## src/rtl/cave_automaton_smoothing_pass_top_assert.svh

```systemverilog
// Assertion macros for the cave smoothing block.
// Each macro samples on clk and is disabled while rst is high.
`ifndef CAVE_AUTOMATON_SMOOTHING_PASS_TOP_ASSERT_SVH
`define CAVE_AUTOMATON_SMOOTHING_PASS_TOP_ASSERT_SVH
`ifndef SYNTHESIS
`define CAS_ASSERT(label, prop, msg) \
  label: assert property (@(posedge clk) disable iff (rst) prop) \
    else $error(msg);
`define CAS_ASSERT_NEVER(label, expr, msg) \
  label: assert property (@(posedge clk) disable iff (rst) !(expr)) \
    else $error(msg);
`else
`define CAS_ASSERT(label, prop, msg)
`define CAS_ASSERT_NEVER(label, expr, msg)
`endif
`endif

```

## src/rtl/cas_pkg.sv

```systemverilog
`default_nettype none
package cas_pkg;

  // Sizes of the configuration fields
  localparam int unsigned GRID_WIDTH_W  = 11;
  localparam int unsigned GRID_HEIGHT_W = 13;

  // Register reset values and legal range
  localparam int unsigned WIDTH_RESET   = 64;
  localparam int unsigned HEIGHT_RESET  = 64;
  localparam int unsigned GRID_MIN      = 3;
  localparam int unsigned HEIGHT_MAX    = 4096;

  // Default line store depth
  localparam int unsigned MAX_ROW_CELLS_DEF = 1024;

  // Configuration port
  localparam int unsigned APB_ADDR_W = 3;
  localparam int unsigned APB_DATA_W = 32;

  // Neighbour count and the keep threshold
  localparam int unsigned COUNT_W    = 4;
  localparam int unsigned KEEP_COUNT = 4;

  // Register index, taken from the word address bit
  typedef enum logic {
    REG_GRID_WIDTH  = 1'b0,
    REG_GRID_HEIGHT = 1'b1
  } reg_idx_t;

  // Per-cell flags handed from the address stage to the kernel
  typedef struct packed {
    logic v;           // cell entering the window (wall for padding)
    logic result_en;   // this step yields a result
    logic left_oob;    // centre sits on the first column
    logic right_oob;   // centre sits on the last column
    logic top_oob;     // centre sits on the first row
    logic bottom_oob;  // centre sits on the last row
    logic frame_last;  // centre is the frame's final cell
  } cas_tap_t;

endpackage
`default_nettype wire

```

## src/rtl/cas_stream_if.sv

```systemverilog
`default_nettype none
// Cell word channel
interface cas_cell_if;
  logic valid;
  logic ready;
  logic cell_wall;
  logic flush;

  modport source (output valid, output cell_wall, output flush, input ready);
  modport sink (input valid, input cell_wall, input flush, output ready);
endinterface

// Result word channel
interface cas_result_if;
  logic valid;
  logic ready;
  logic new_wall;
  logic frame_last;

  modport source (output valid, output new_wall, output frame_last, input ready);
  modport sink (input valid, input new_wall, input frame_last, output ready);
endinterface
`default_nettype wire

```

## src/rtl/cas_cfg_regs.sv

```systemverilog
`default_nettype none
module cas_cfg_regs import cas_pkg::*; #(
  parameter int unsigned MAX_ROW_CELLS = MAX_ROW_CELLS_DEF,
  parameter int unsigned WCNT_W        = $clog2(MAX_ROW_CELLS + 1)
) (
  input  wire logic                     clk,
  input  wire logic                     rst,
  input  wire logic                     psel,
  input  wire logic                     penable,
  input  wire logic                     pwrite,
  input  wire logic [APB_ADDR_W-1:0]    paddr,
  input  wire logic [APB_DATA_W-1:0]    pwdata,
  output logic      [APB_DATA_W-1:0]    prdata,
  output logic                          pready,
  output logic      [WCNT_W-1:0]        width_eff,
  output logic      [GRID_HEIGHT_W-1:0] height_eff,
  output logic                          restart
);

  logic [GRID_WIDTH_W-1:0]  grid_width;
  logic [GRID_HEIGHT_W-1:0] grid_height;
  logic                     wr_fire;
  reg_idx_t                 wr_idx;

  assign pready  = 1'b1;
  assign wr_fire = psel && penable && pwrite && pready;
  assign wr_idx  = reg_idx_t'(paddr[2]);
  assign restart = wr_fire;

  // Write the addressed register
  always_ff @(posedge clk) begin
    if (rst) begin
      grid_width  <= GRID_WIDTH_W'(WIDTH_RESET);
      grid_height <= GRID_HEIGHT_W'(HEIGHT_RESET);
    end else if (wr_fire) begin
      case (wr_idx)
        REG_GRID_WIDTH:  grid_width  <= pwdata[GRID_WIDTH_W-1:0];
        REG_GRID_HEIGHT: grid_height <= pwdata[GRID_HEIGHT_W-1:0];
        default: ;
      endcase
    end
  end

  // Return the addressed register
  always_comb begin
    case (wr_idx)
      REG_GRID_WIDTH:  prdata = APB_DATA_W'(grid_width);
      REG_GRID_HEIGHT: prdata = APB_DATA_W'(grid_height);
      default:         prdata = '0;
    endcase
  end

  // Clamp width to the line store depth
  always_comb begin
    if (32'(grid_width) < GRID_MIN) begin
      width_eff = WCNT_W'(GRID_MIN);
    end else if (32'(grid_width) > MAX_ROW_CELLS) begin
      width_eff = WCNT_W'(MAX_ROW_CELLS);
    end else begin
      width_eff = WCNT_W'(grid_width);
    end
  end

  // Clamp height to the supported rows
  always_comb begin
    if (32'(grid_height) < GRID_MIN) begin
      height_eff = GRID_HEIGHT_W'(GRID_MIN);
    end else if (32'(grid_height) > HEIGHT_MAX) begin
      height_eff = GRID_HEIGHT_W'(HEIGHT_MAX);
    end else begin
      height_eff = grid_height;
    end
  end

endmodule
`default_nettype wire

```

## src/rtl/cas_line_mem.sv

```systemverilog
`default_nettype none
module cas_line_mem import cas_pkg::*; #(
  parameter int unsigned MAX_ROW_CELLS = MAX_ROW_CELLS_DEF,
  parameter int unsigned ADDR_W        = $clog2(MAX_ROW_CELLS)
) (
  input  wire logic              clk,
  input  wire logic              rd_en,
  input  wire logic [ADDR_W-1:0] rd_addr,
  output logic      [1:0]        rd_data,
  input  wire logic              wr_en,
  input  wire logic [ADDR_W-1:0] wr_addr,
  input  wire logic [1:0]        wr_data
);

  // One entry per column: {two rows back, one row back}
  logic [1:0] mem [MAX_ROW_CELLS];

  // Write the column after its cell leaves the kernel
  always_ff @(posedge clk) begin
    if (wr_en) begin
      mem[wr_addr] <= wr_data;
    end
  end

  // Read the column as its cell is taken in
  always_ff @(posedge clk) begin
    if (rd_en) begin
      rd_data <= mem[rd_addr];
    end
  end

endmodule
`default_nettype wire

```

## src/rtl/cas_kernel.sv

```systemverilog
`default_nettype none
module cas_kernel import cas_pkg::*; (
  input  wire logic       clk,
  input  wire logic       rst,
  input  wire logic       clear,
  input  wire logic       step,
  input  wire cas_tap_t   tap,
  input  wire logic [1:0] line_col,
  output logic            new_wall
);

  logic [8:0]         window;
  logic [8:0]         window_next;
  logic [2:0]         col;
  logic [COUNT_W-1:0] count;

  // Column entering on the right: bit 0 top, bit 2 bottom
  assign col         = {tap.v, line_col[0], line_col[1]};
  assign window_next = {col, window[8:3]};

  // Count walls among the eight neighbours, outside cells as walls
  always_comb begin
    logic oob;
    count = '0;
    for (int k = 0; k < 3; k++) begin
      for (int t = 0; t < 3; t++) begin
        oob = (k == 0 && tap.left_oob) || (k == 2 && tap.right_oob) ||
              (t == 0 && tap.top_oob) || (t == 2 && tap.bottom_oob);
        if (!(k == 1 && t == 1)) begin
          count = count + COUNT_W'(oob || window_next[k*3+t]);
        end
      end
    end
  end

  // Apply the 4-5 rule: keep the centre on a tie
  always_comb begin
    if (count > COUNT_W'(KEEP_COUNT)) begin
      new_wall = 1'b1;
    end else if (count < COUNT_W'(KEEP_COUNT)) begin
      new_wall = 1'b0;
    end else begin
      new_wall = window_next[4];
    end
  end

  // Shift the window; empty it at frame end, on reset or on restart
  always_ff @(posedge clk) begin
    if (rst || clear) begin
      window <= '0;
    end else if (step) begin
      window <= tap.frame_last ? '0 : window_next;
    end
  end

endmodule
`default_nettype wire

```

## src/rtl/cave_automaton_smoothing_pass_top.sv

```systemverilog
// Channel  | Dir | Word fields          | Handshake
// ---------+-----+----------------------+--------------------
// cells    | in  | cell_wall, flush     | valid / ready
// results  | out | new_wall, frame_last | valid / ready
// apb      | in  | grid_width, height   | psel / penable, pready = 1
//
// One cell word per cycle while results is not stalled; a result leaves through
// the kernel stage, where the column line store read returns, and the output register.
// The first grid_width+1 words of a frame give no result.
// Reset clears positions, window and valids; the line store needs no clearing.
// A stall on results holds the output register and the kernel stage; cells
// keeps flowing while the kernel stage is empty.
`default_nettype none
`include "cave_automaton_smoothing_pass_top_assert.svh"
module cave_automaton_smoothing_pass_top import cas_pkg::*; #(
  parameter int unsigned MAX_ROW_CELLS = MAX_ROW_CELLS_DEF
) (
  input  wire logic                  clk,
  input  wire logic                  rst,
  cas_cell_if.sink                   cells,
  cas_result_if.source               results,
  input  wire logic                  psel,
  input  wire logic                  penable,
  input  wire logic                  pwrite,
  input  wire logic [APB_ADDR_W-1:0] paddr,
  input  wire logic [APB_DATA_W-1:0] pwdata,
  output logic      [APB_DATA_W-1:0] prdata,
  output logic                       pready
);

  localparam int unsigned ADDR_W = $clog2(MAX_ROW_CELLS);
  localparam int unsigned WCNT_W = $clog2(MAX_ROW_CELLS + 1);

  logic [WCNT_W-1:0]        width_eff;
  logic [GRID_HEIGHT_W-1:0] height_eff;
  logic [GRID_HEIGHT_W-1:0] h_plus1;
  logic [ADDR_W-1:0]        col_last;
  logic                     restart;

  logic [ADDR_W-1:0]        col_pos;
  logic [ADDR_W-1:0]        col_pos_next;
  logic [GRID_HEIGHT_W-1:0] row_pos;
  logic [GRID_HEIGHT_W-1:0] row_pos_next;

  logic                     in_fire;
  logic                     advance;
  logic                     step;
  logic                     c0;
  cas_tap_t                 tap_next;

  logic                     s1_valid;
  cas_tap_t                 s1_tap;
  logic [ADDR_W-1:0]        s1_col;

  logic [1:0]               line_col;
  logic                     kern_wall;

  logic                     out_valid;
  logic                     out_wall;
  logic                     out_last;

  logic                     last_fire;
  logic                     pos_zero;

  // Registers
  cas_cfg_regs #(
    .MAX_ROW_CELLS (MAX_ROW_CELLS),
    .WCNT_W        (WCNT_W)
  ) u_cfg (
    .clk        (clk),
    .rst        (rst),
    .psel       (psel),
    .penable    (penable),
    .pwrite     (pwrite),
    .paddr      (paddr),
    .pwdata     (pwdata),
    .prdata     (prdata),
    .pready     (pready),
    .width_eff  (width_eff),
    .height_eff (height_eff),
    .restart    (restart)
  );

  assign col_last = ADDR_W'(width_eff - WCNT_W'(1));
  assign h_plus1  = height_eff + GRID_HEIGHT_W'(1);

  // Handshake
  assign advance     = !out_valid || results.ready;
  assign step        = s1_valid && advance;
  assign cells.ready = !s1_valid || advance;
  assign in_fire     = cells.valid && cells.ready;

  // Classify the centre cell from the incoming position
  assign c0 = (col_pos == '0);
  always_comb begin
    tap_next.v          = cells.flush || (row_pos >= height_eff) || cells.cell_wall;
    tap_next.result_en  = !((row_pos == '0) || (row_pos == GRID_HEIGHT_W'(1) && c0));
    tap_next.left_oob   = (col_pos == ADDR_W'(1));
    tap_next.right_oob  = c0;
    tap_next.top_oob    = c0 ? (row_pos == GRID_HEIGHT_W'(2)) : (row_pos == GRID_HEIGHT_W'(1));
    tap_next.bottom_oob = c0 ? (row_pos == h_plus1) : (row_pos == height_eff);
    tap_next.frame_last = c0 && (row_pos == h_plus1);
  end

  // Advance the raster position; restart after the final cell
  always_comb begin
    if (tap_next.frame_last) begin
      col_pos_next = '0;
      row_pos_next = '0;
    end else if (col_pos == col_last) begin
      col_pos_next = '0;
      row_pos_next = row_pos + GRID_HEIGHT_W'(1);
    end else begin
      col_pos_next = col_pos + ADDR_W'(1);
      row_pos_next = row_pos;
    end
  end

  always_ff @(posedge clk) begin
    if (rst || restart) begin
      col_pos <= '0;
      row_pos <= '0;
    end else if (in_fire) begin
      col_pos <= col_pos_next;
      row_pos <= row_pos_next;
    end
  end

  // Kernel stage: holds the word while the line store read returns
  always_ff @(posedge clk) begin
    if (rst) begin
      s1_valid <= 1'b0;
    end else if (in_fire) begin
      s1_valid <= 1'b1;
    end else if (step) begin
      s1_valid <= 1'b0;
    end
  end

  always_ff @(posedge clk) begin
    if (in_fire) begin
      s1_tap <= tap_next;
      s1_col <= col_pos;
    end
  end

  // Column line store: read on accept, write back when the word leaves
  cas_line_mem #(
    .MAX_ROW_CELLS (MAX_ROW_CELLS),
    .ADDR_W        (ADDR_W)
  ) u_line (
    .clk     (clk),
    .rd_en   (in_fire),
    .rd_addr (col_pos),
    .rd_data (line_col),
    .wr_en   (step),
    .wr_addr (s1_col),
    .wr_data ({line_col[0], s1_tap.v})
  );

  cas_kernel u_kernel (
    .clk      (clk),
    .rst      (rst),
    .clear    (restart),
    .step     (step),
    .tap      (s1_tap),
    .line_col (line_col),
    .new_wall (kern_wall)
  );

  // Output register
  always_ff @(posedge clk) begin
    if (rst) begin
      out_valid <= 1'b0;
    end else if (advance) begin
      out_valid <= step && s1_tap.result_en;
    end
  end

  always_ff @(posedge clk) begin
    if (advance) begin
      out_wall <= kern_wall;
      out_last <= s1_tap.frame_last;
    end
  end

  assign results.valid      = out_valid;
  assign results.new_wall   = out_wall;
  assign results.frame_last = out_last;

  // Checks
  assign last_fire = in_fire && tap_next.frame_last && !restart;
  assign pos_zero  = (col_pos == '0) && (row_pos == '0);

  `CAS_ASSERT(a_ready_when_out_empty, !results.valid |-> cells.ready, "ready low, output empty")
  `CAS_ASSERT(a_restart_on_last, last_fire |=> pos_zero, "position not restarted after final cell")
  `CAS_ASSERT_NEVER(a_col_range, col_pos > col_last, "column beyond row width")
  `CAS_ASSERT_NEVER(a_row_range, row_pos > h_plus1, "row beyond flush rows")

endmodule
`default_nettype wire
```

## src/flat_wrapper.sv

```systemverilog
// flat-port wrapper written by rule: the top's interface ports become plain ports
module cave_automaton_smoothing_pass_top_flat import cas_pkg::*;
#(
  parameter int unsigned MAX_ROW_CELLS = MAX_ROW_CELLS_DEF
)
  (clk, rst, psel, penable, pwrite, paddr, pwdata, prdata, pready, cells_valid, cells_cell_wall, cells_flush, cells_ready, results_valid, results_new_wall, results_frame_last, results_ready);
  cas_cell_if cells_i ();
  cas_result_if results_i ();
  input  wire logic clk;
  input  wire logic rst;
  input  wire logic psel;
  input  wire logic penable;
  input  wire logic pwrite;
  input  wire logic [APB_ADDR_W-1:0] paddr;
  input  wire logic [APB_DATA_W-1:0] pwdata;
  output logic      [APB_DATA_W-1:0] prdata;
  output logic pready;
  input wire logic [$bits(cells_i.valid)-1:0] cells_valid;
  input wire logic [$bits(cells_i.cell_wall)-1:0] cells_cell_wall;
  input wire logic [$bits(cells_i.flush)-1:0] cells_flush;
  output wire logic [$bits(cells_i.ready)-1:0] cells_ready;
  output wire logic [$bits(results_i.valid)-1:0] results_valid;
  output wire logic [$bits(results_i.new_wall)-1:0] results_new_wall;
  output wire logic [$bits(results_i.frame_last)-1:0] results_frame_last;
  input wire logic [$bits(results_i.ready)-1:0] results_ready;
  assign cells_i.valid = cells_valid;
  assign cells_i.cell_wall = cells_cell_wall;
  assign cells_i.flush = cells_flush;
  assign cells_ready = cells_i.ready;
  assign results_valid = results_i.valid;
  assign results_new_wall = results_i.new_wall;
  assign results_frame_last = results_i.frame_last;
  assign results_i.ready = results_ready;
  cave_automaton_smoothing_pass_top #(.MAX_ROW_CELLS(MAX_ROW_CELLS)) u_core (.clk(clk), .rst(rst), .cells(cells_i), .results(results_i), .psel(psel), .penable(penable), .pwrite(pwrite), .paddr(paddr), .pwdata(pwdata), .prdata(prdata), .pready(pready));
endmodule
```

## config.mk

```make
export PLATFORM = sky130hd
export DESIGN_NAME = cave_automaton_smoothing_pass_top_flat
export DESIGN_NICKNAME = d
export VERILOG_FILES = /design/src/rtl/cas_pkg.sv /design/src/rtl/cas_stream_if.sv /design/src/rtl/cas_cfg_regs.sv /design/src/rtl/cas_line_mem.sv /design/src/rtl/cas_kernel.sv /design/src/rtl/cave_automaton_smoothing_pass_top.sv /design/src/flat_wrapper.sv
export VERILOG_INCLUDE_DIRS = /design/src /design/src/rtl
export SDC_FILE = /design/constraint.sdc
export NUM_CORES = 2
export LEC_CHECK = 0
export ABC_AREA = 1
export BUFFER_PORTS_ARGS = -buffer_cell sky130_fd_sc_hd__buf_2
export CAP_MARGIN = 20
export CORE_MARGIN = 2
export CORE_UTILIZATION = 45
export CTS_BUF_LIST = sky130_fd_sc_hd__clkbuf_8 sky130_fd_sc_hd__clkbuf_16
export CTS_CLUSTER_DIAMETER = 100
export DETAILED_ROUTE_END_ITERATION = 10
export HOLD_SLACK_MARGIN = 0.15
export MAX_ROUTING_LAYER = met4
export REMOVE_ABC_BUFFERS = 1
export SKIP_CTS_REPAIR_TIMING = 1
export SYNTH_ARGS = -nofsm -noshare
export SYNTH_HDL_FRONTEND = slang
export SYNTH_SLANG_ARGS = --single-unit
```

## constraint.sdc

```tcl
create_clock -name clk -period 15 [get_ports clk]
set_input_delay 1.5 -clock clk [delete_from_list [all_inputs] [get_ports clk]]
set_output_delay 1.5 -clock clk [all_outputs]
set_load 0.01 [all_outputs]
```

=== After elaboration in Yosys (flattened, before gate mapping) ===
Memory sizes are Yosys's and may differ from the RTL's. A register that Yosys moved wholly into a read port is not among the register bits.
Index checks and enable logic that the tools add are counted.

* Flip-flop bits (word level): 77
* RAM bits: 2048
* Output and inout bits: 37
* Memories kept: 1

{| class="wikitable"
|+ Memory list
! name !! words !! width !! read ports !! clocked after memory_dff !! wr ports !! line !! text
|-
| u_core.u_line.mem || 1024 || 2 || 1 || 1 || 1 || cas_line_mem.sv:16 || <nowiki>logic [1:0] mem [MAX_ROW_CELLS];</nowiki>
|}

* Add/subtract/negate cells: 11
* Magnitude comparators: 7
* Equality and inequality tests: 6
* Muxes and demuxes: 17
* Bitwise logic cells: 1
* Reduce and logical (&&, ||, !) cells: 35

{| class="wikitable"
|+ Operators with widths
! operator !! count
|-
| $pmux 32 s2 || 1
|-
| $mux 13 || 4
|-
| $mux 10 || 4
|-
| $add 13x1->13 const B || 2
|-
| $eq 13x13->1 || 2
|-
| $logic_or 1x1->1 || 18
|-
| $add 4x1->4 || 4
|-
| $eq 13x1->1 const B || 1
|-
| $eq 13x2->1 const B || 1
|-
| $ge 13x13->1 || 1
|-
| $gt 13x13->1 const B || 1
|-
| $logic_not 13->1 || 1
|-
| $lt 13x2->1 const B || 1
|-
| $gt 11x11->1 const B || 1
|-
| $lt 11x2->1 const B || 1
|-
| $add 10x1->10 const B || 1
|-
| $eq 10x1->1 const B || 1
|-
| $eq 10x10->1 || 1
|-
| $logic_not 10->1 || 1
|-
| $sub 10x1->10 const B || 1
|-
| $mux 9 || 1
|-
| $logic_and 1x1->1 || 7
|-
| $mux 1 || 7
|-
| $reduce_and 2->1 || 3
|-
| other kinds (8) || 11
|}

=== Depth between registers and ports, before layout ===
* Depth in word-level cells: 11
* Gate-level depth with buffers: 22
* Gate-level depth less buffers: 20

=== Modules after synthesis ===
A second synthesis with hierarchy kept.

* Cell total of the unflattened synthesis: 8728
* Area total of the unflattened synthesis: 92160.9 um2

{| class="wikitable"
|+ Modules (own cells, without submodules)
! module !! instances !! cells each !! area each (um2) !! sequential area each (um2)
|-
| cas_line_mem || 1 || 7976 || 86973.4 || 61559.0
|-
| cave_automaton_smoothing_pass_top || 1 || 458 || 3205.6 || 1071.0
|-
| cas_cfg_regs || 1 || 233 || 1505.2 || 480.5
|-
| cas_kernel || 1 || 61 || 476.7 || 120.1
|}

=== Worst setup path before layout ===
OpenSTA, ideal clock, no wires.

* Path type: reg-to-reg
* Start: reg u_core.u_line.rd_data[0] (read register of u_core.u_line.mem)
* End: reg u_core.out_wall (netlist: u_core.results.new_wall) (data pin)
* Setup time: 264 ps
* Arrival time: 15443 ps
* Path slack: -707 ps
* Stages on the path, launching flop included: 13
* Buffers on the path: 0
* Period minus slack after synthesis: 15707 ps
* Cells stage by stage: edfxtp_1 > or2_2 > fa_1 > inv_1 > fa_1 > inv_1 > fa_1 > ha_1 > inv_1 > fa_1 > inv_1 > nor3_1 > o22ai_1

* Cells in the longest elaborated chain, start to end: 5
* Elaborated cells between the ends (all ways): 6
* Classes of those cells: add/sub: 2; order compare: 2; mux: 1; reduce/logical: 1

{| class="wikitable"
|+ Ends and longest elaborated chain
! item !! line !! text
|-
| start, declared || cas_line_mem.sv:9 || <nowiki>output logic [1:0] rd_data,</nowiki>
|-
| $logic_or 1x1->1 (*) || cas_kernel.sv:30 || <nowiki>count = count + COUNT_W'(oob || window_next[k*3+t]);</nowiki>
|-
| $add 4x1->4 (*) (2 in series) || cas_kernel.sv:30 ||
|-
| $lt 4x3->1 || cas_kernel.sv:40 || <nowiki>end else if (count < COUNT_W'(KEEP_COUNT)) begin</nowiki>
|-
| $mux 1 || cas_kernel.sv:40 ||
|-
| end signal, assigned || cave_automaton_smoothing_pass_top.sv:182 || <nowiki>out_wall <= kern_wall;</nowiki>
|-
| end, declared || cave_automaton_smoothing_pass_top.sv:59 || <nowiki>logic out_wall;</nowiki>
|}

Every way passes the cells marked *; elsewhere a longest branch is shown, timed or not.
A chain may end at the register's enable or synchronous reset.

=== Final worst setup path ===
* Start: reg u_core.col_pos[0]
* End: reg u_core.col_pos[9]

* Cells in the longest elaborated chain, start to end: 3
* Elaborated cells between the ends (all ways): 6
* Classes of those cells: add/sub: 1; eq/ne: 1; mux: 2; reduce/logical: 2

{| class="wikitable"
|+ Ends and longest elaborated chain
! item !! line !! text
|-
| start, declared || cave_automaton_smoothing_pass_top.sv:40 || <nowiki>logic [ADDR_W-1:0] col_pos;</nowiki>
|-
| start signal, assigned || cave_automaton_smoothing_pass_top.sv:124 || <nowiki>col_pos <= col_pos_next;</nowiki>
|-
| $logic_not 10->1 || cave_automaton_smoothing_pass_top.sv:94 || <nowiki>assign c0 = (col_pos == '0);</nowiki>
|-
| named net u_core.c0 || cave_automaton_smoothing_pass_top.sv:48 || <nowiki>logic c0;</nowiki>
|-
| $logic_and 1x1->1 || cave_automaton_smoothing_pass_top.sv:102 || <nowiki>tap_next.frame_last = c0 && (row_pos == h_plus1);</nowiki>
|-
| $mux 10 || cave_automaton_smoothing_pass_top.sv:107 || <nowiki>if (tap_next.frame_last) begin</nowiki>
|}

The timed path passes the listed nets, and every way through them passes these cells.

==> summary.txt <==
Most instantiated cells after synthesis - 2285 x nor2_1, 2069 x edfxtp_1, 1104 x o21ai_0
Delay of the slowest cell on the worst path - 670 ps
Unrepaired setup endpoints after global routing - no
Initial Utilization - 45.38%
Element type at the critical path start - register
Global-route wire length before repair - 378700 µm
Overflow left after global routing - 0
Top cell family by delay on the critical path - buffers and inverters
Setup WS pre-CTS - 9097 ps
1st-iter DRT viols - 7915
Arrival time reported for the critical path endpoint - 6670 ps
Chip width - 450.4 µm
Clock transition at path regs - 60 ps
Overall power - 12480 µW
Highest fanout seen on the critical path - 218
Clk_lat worst skew - 850 ps
H-tree depth - 4
Layout overhead on the synthesized area - 10.33%
Worst hold-check path type - reg2reg
Cell Int Power - 9606 µW
Placed wire-length estimate after detailed placement - 129200 µm
Vias after detailed routing - 62460
GRT Total Usage - 25.49%
Final count of pins violating max slew - 0
Synthesis warning total - 0
CP max stage cell - inv_8
Synth Register Bits - 2124
Wirelength per Cell - 24.02 µm
Pin count of the biggest net entering global routing - 222
Clock buffer count from CTS - 214
Depth of the worst register-to-register path - 17
Final setup violating endpoints - 0
Synth top area share - 69.27%
Leading cell type by number of instances after synthesis - nor2_1
Psw - 2870 µW
Sequential area share after synthesis - 70.50%
Vias in the first global route - 60980
Routed WL - 256600 µm
Core area - 197600 µm²
Pre-antenna DRT Iters - 6
Setup Skew - 31.53 ps
Max-cap violation count - 0
Last weighted congestion value of the routability-driven placer - 0.8775
Syn Std Cell Area - 89690 µm²
Most used flip-flop cell after synthesis - edfxtp_1
Leakage component of the power - 0.03163 µW
Antenna viol nets, final - 0
Worst slew margin relative to its limit - 25.59%
Die area - 202900 µm²
Clock tree from TritonCTS - done
Power density cells - 126.1 nW/µm²
Height of the die - 450.4 µm
Worst hold margin - 463.3 ps
Fraction of final layout cells with drive strength greater than 1 - 6.893%
Synthesized netlist cell count - 8085
Critical Setup Path Class - reg2reg
Sw frac - 23.01%
Relative contribution of sequential cells to total power - 52.6%
Number of nets in the finished design - 7925
Hold Fails Final Rpt - 0
Number of buffers on the longest clock path - 3
Post-route cell area - 98950 µm²
Average size of a mapped cell - 11.09 µm²
VDD IR-drop max - 0.0001065 V
Critical Path End Type - register
Minimum clock period after layout - 5958 ps
Run status - complete, no violations
Timing-limited maximum frequency - 167.8 MHz
IO Count - 81
Initial antenna violation count - 11
Port-buffer cells - 39
Area leader, netlist - edfxtp_1
Placement Rows - 163
Synth async-reset ratio - 0%
Logic gate share of total power - 5.8%
Placed Cells - 10280
Number of instances on the worst hold path - 0
Detail-routed via count per cell - 5.846
Cell-by-cell listing of the critical path - inv_8 -> buf_12 -> buf_4 -> buf_4 -> ha_1 -> nor3b_4 -> nand3b_1 -> a21oi_1 -> nand3_1 -> nor2_2 -> nand2_1 -> nor2_2 -> nand3_2 -> nand2_4 -> nand2_2 -> nand2_1 -> nor2_1
CTS sink count - 2124
Required time of the worst setup path - 15720 ps
Fraction of the cycle the final worst path needs - 39.72%
Fin worst setup slack - 9042 ps
Master cell of the clock root buffer - clkbuf_16
Transition time of the tightest slew-check pin - 1116 ps
Final instance count without filler cells - 10680
Count of distinct cell types in the synthesized netlist - 49
Instance count on the critical path - 17
Cell types occupying the most area after synthesis - edfxtp_1 69%, nor2_1 9.6%, o21ai_0 6.2%
Share of power burned in the clock network - 41.6%
Sum of buffers and inverters on the critical path - 4
Cell area after placement - 92080 µm²
Remaining design rule violation count - 0
Count of flip-flops with a built-in enable after synthesis - 2069
-- metal layers --
layer | GRT usage [%] | wire, µm | vias to the layer above
li1 | - | - | 28090
met1 | 33.96 | 105400 | 31210
met2 | 40.61 | 120700 | 2733
met3 | 3.745 | 22980 | 429
met4 | 7.718 | 7494 | 0
met5 | - | 0 | -
-- kinds of logic after synthesis --
family,count (synthesis),share of synthesized area (%)
XOR/XNOR,29,0.2832
other,2,0.008374
AO/OA/AOI/OAI,1734,10.47
buffers and inverters,785,3.511
AND/OR/NAND/NOR,3382,14.79
flip-flops,2124,70.50
adder cells (fa/ha/maj),29,0.4381
-- state kept, by name, indices dropped and copies added, names as in the netlist --
name	count
u_core.u_cfg.grid_width	11
u_core.s1_valid	1
u_core.u_kernel.window	6
u_core.u_cfg.grid_height	13
u_core.s1_col	10
u_core.results.frame_last	1
u_core.row_pos	13
u_core.results.new_wall	1
u_core.col_pos	10
u_core.s1_tap	7
u_core.u_line.rd_data	2
u_core.results.valid	1
u_core.u_line.mem	2048
-- stage by stage --
step / setup TNS [ps] / util, %
finish: 0 / 50.07
global route: 0 / 50.06
CTS: 0 / 50.05
detailed placement: 0 / 46.59
global placement: 0 / 46.53
floorplan: -1069880 / -
-- final timing paths --
check	start	to	slack, ps
max reg2reg	u_core.col_pos[0]$_SDFFE_PP0P_	u_core.col_pos[9]$_SDFFE_PP0P_	9040
max	u_core.col_pos[0]$_SDFFE_PP0P_	u_core.col_pos[9]$_SDFFE_PP0P_	9040
min reg2reg	u_core.s1_tap[0]$_DFFE_PP_	u_core.results.frame_last$_DFFE_PP_	460
min	u_core.s1_tap[0]$_DFFE_PP_	u_core.results.frame_last$_DFFE_PP_	460
-- power by group through the flow --
stage | Sequential [µW] | Combinational, µW | Clock (µW)
6_report | 6560 | 729 | 5190
2_1_floorplan | 6900 | 420 | 0
5_1_grt | 6560 | 806 | 5480
4_1_cts | 6560 | 723 | 5240
3_3_place_gp | 6690 | 713 | 0
3_5_place_dp | 6690 | 719 | 0
-- worst reg2reg max path, stage by stage, from the launching register on --
cell and delay, ps:
dfxtp_4 540, inv_8 700, buf_12 840, buf_4 690, buf_4 630, ha_1 290
nor3b_4 370, nand3b_1 120, a21oi_1 150, nand3_1 120, nor2_2 110, nand2_1 60
nor2_2 90, nand3_2 270, nand2_4 240, nand2_2 180, nand2_1 360, nor2_1 80
-- cell usage in the layout, fill, tap and decap left out, types with 6 or more instances in the layout --
cell type / netlist / routed
nor2_1: 2285 / 2280
edfxtp_1: 2069 / 2069
o21ai_0: 1104 / 1104
nand2_1: 823 / 800
o22ai_1: 476 / 476
clkbuf_16: 0 / 214
inv_1: 132 / 176
buf_4: 24 / 122
nand3_1: 110 / 107
a21oi_1: 105 / 105
nand4_1: 82 / 82
clkinv_1: 3 / 59
dfxtp_1: 55 / 53
clkinv_2: 0 / 46
buf_2: 72 / 39
nor3_1: 36 / 32
nand2_2: 7 / 28
xor2_1: 27 / 27
ha_1: 25 / 25
conb_1: 2 / 20
bufinv_16: 0 / 16
a22oi_1: 13 / 13
o21ai_1: 12 / 12
buf_12: 0 / 12
nor2_2: 9 / 9
a41oi_1: 9 / 9
nor2_4: 2 / 7
and2_1: 7 / 7
diode_2: 0 / 6
o2bb2ai_1: 6 / 6
-- area by class of cell --
| class | count | area (µm²) |
|---|---|---|
| clock inverters | 187 | 1478 |
| well taps | 2640 | 3303 |
| flip-flops and latches | 2124 | 63240 |
| clock buffers | 214 | 5355 |
| diodes | 6 | 15.01 |
| fillers | 17580 | 98670 |
| inverters | 140 | 545.5 |
| repair buffers | 178 | 1476 |
| multi-input cells | 5194 | 23540 |
Note: power is estimated with default switching activity, not from simulation.
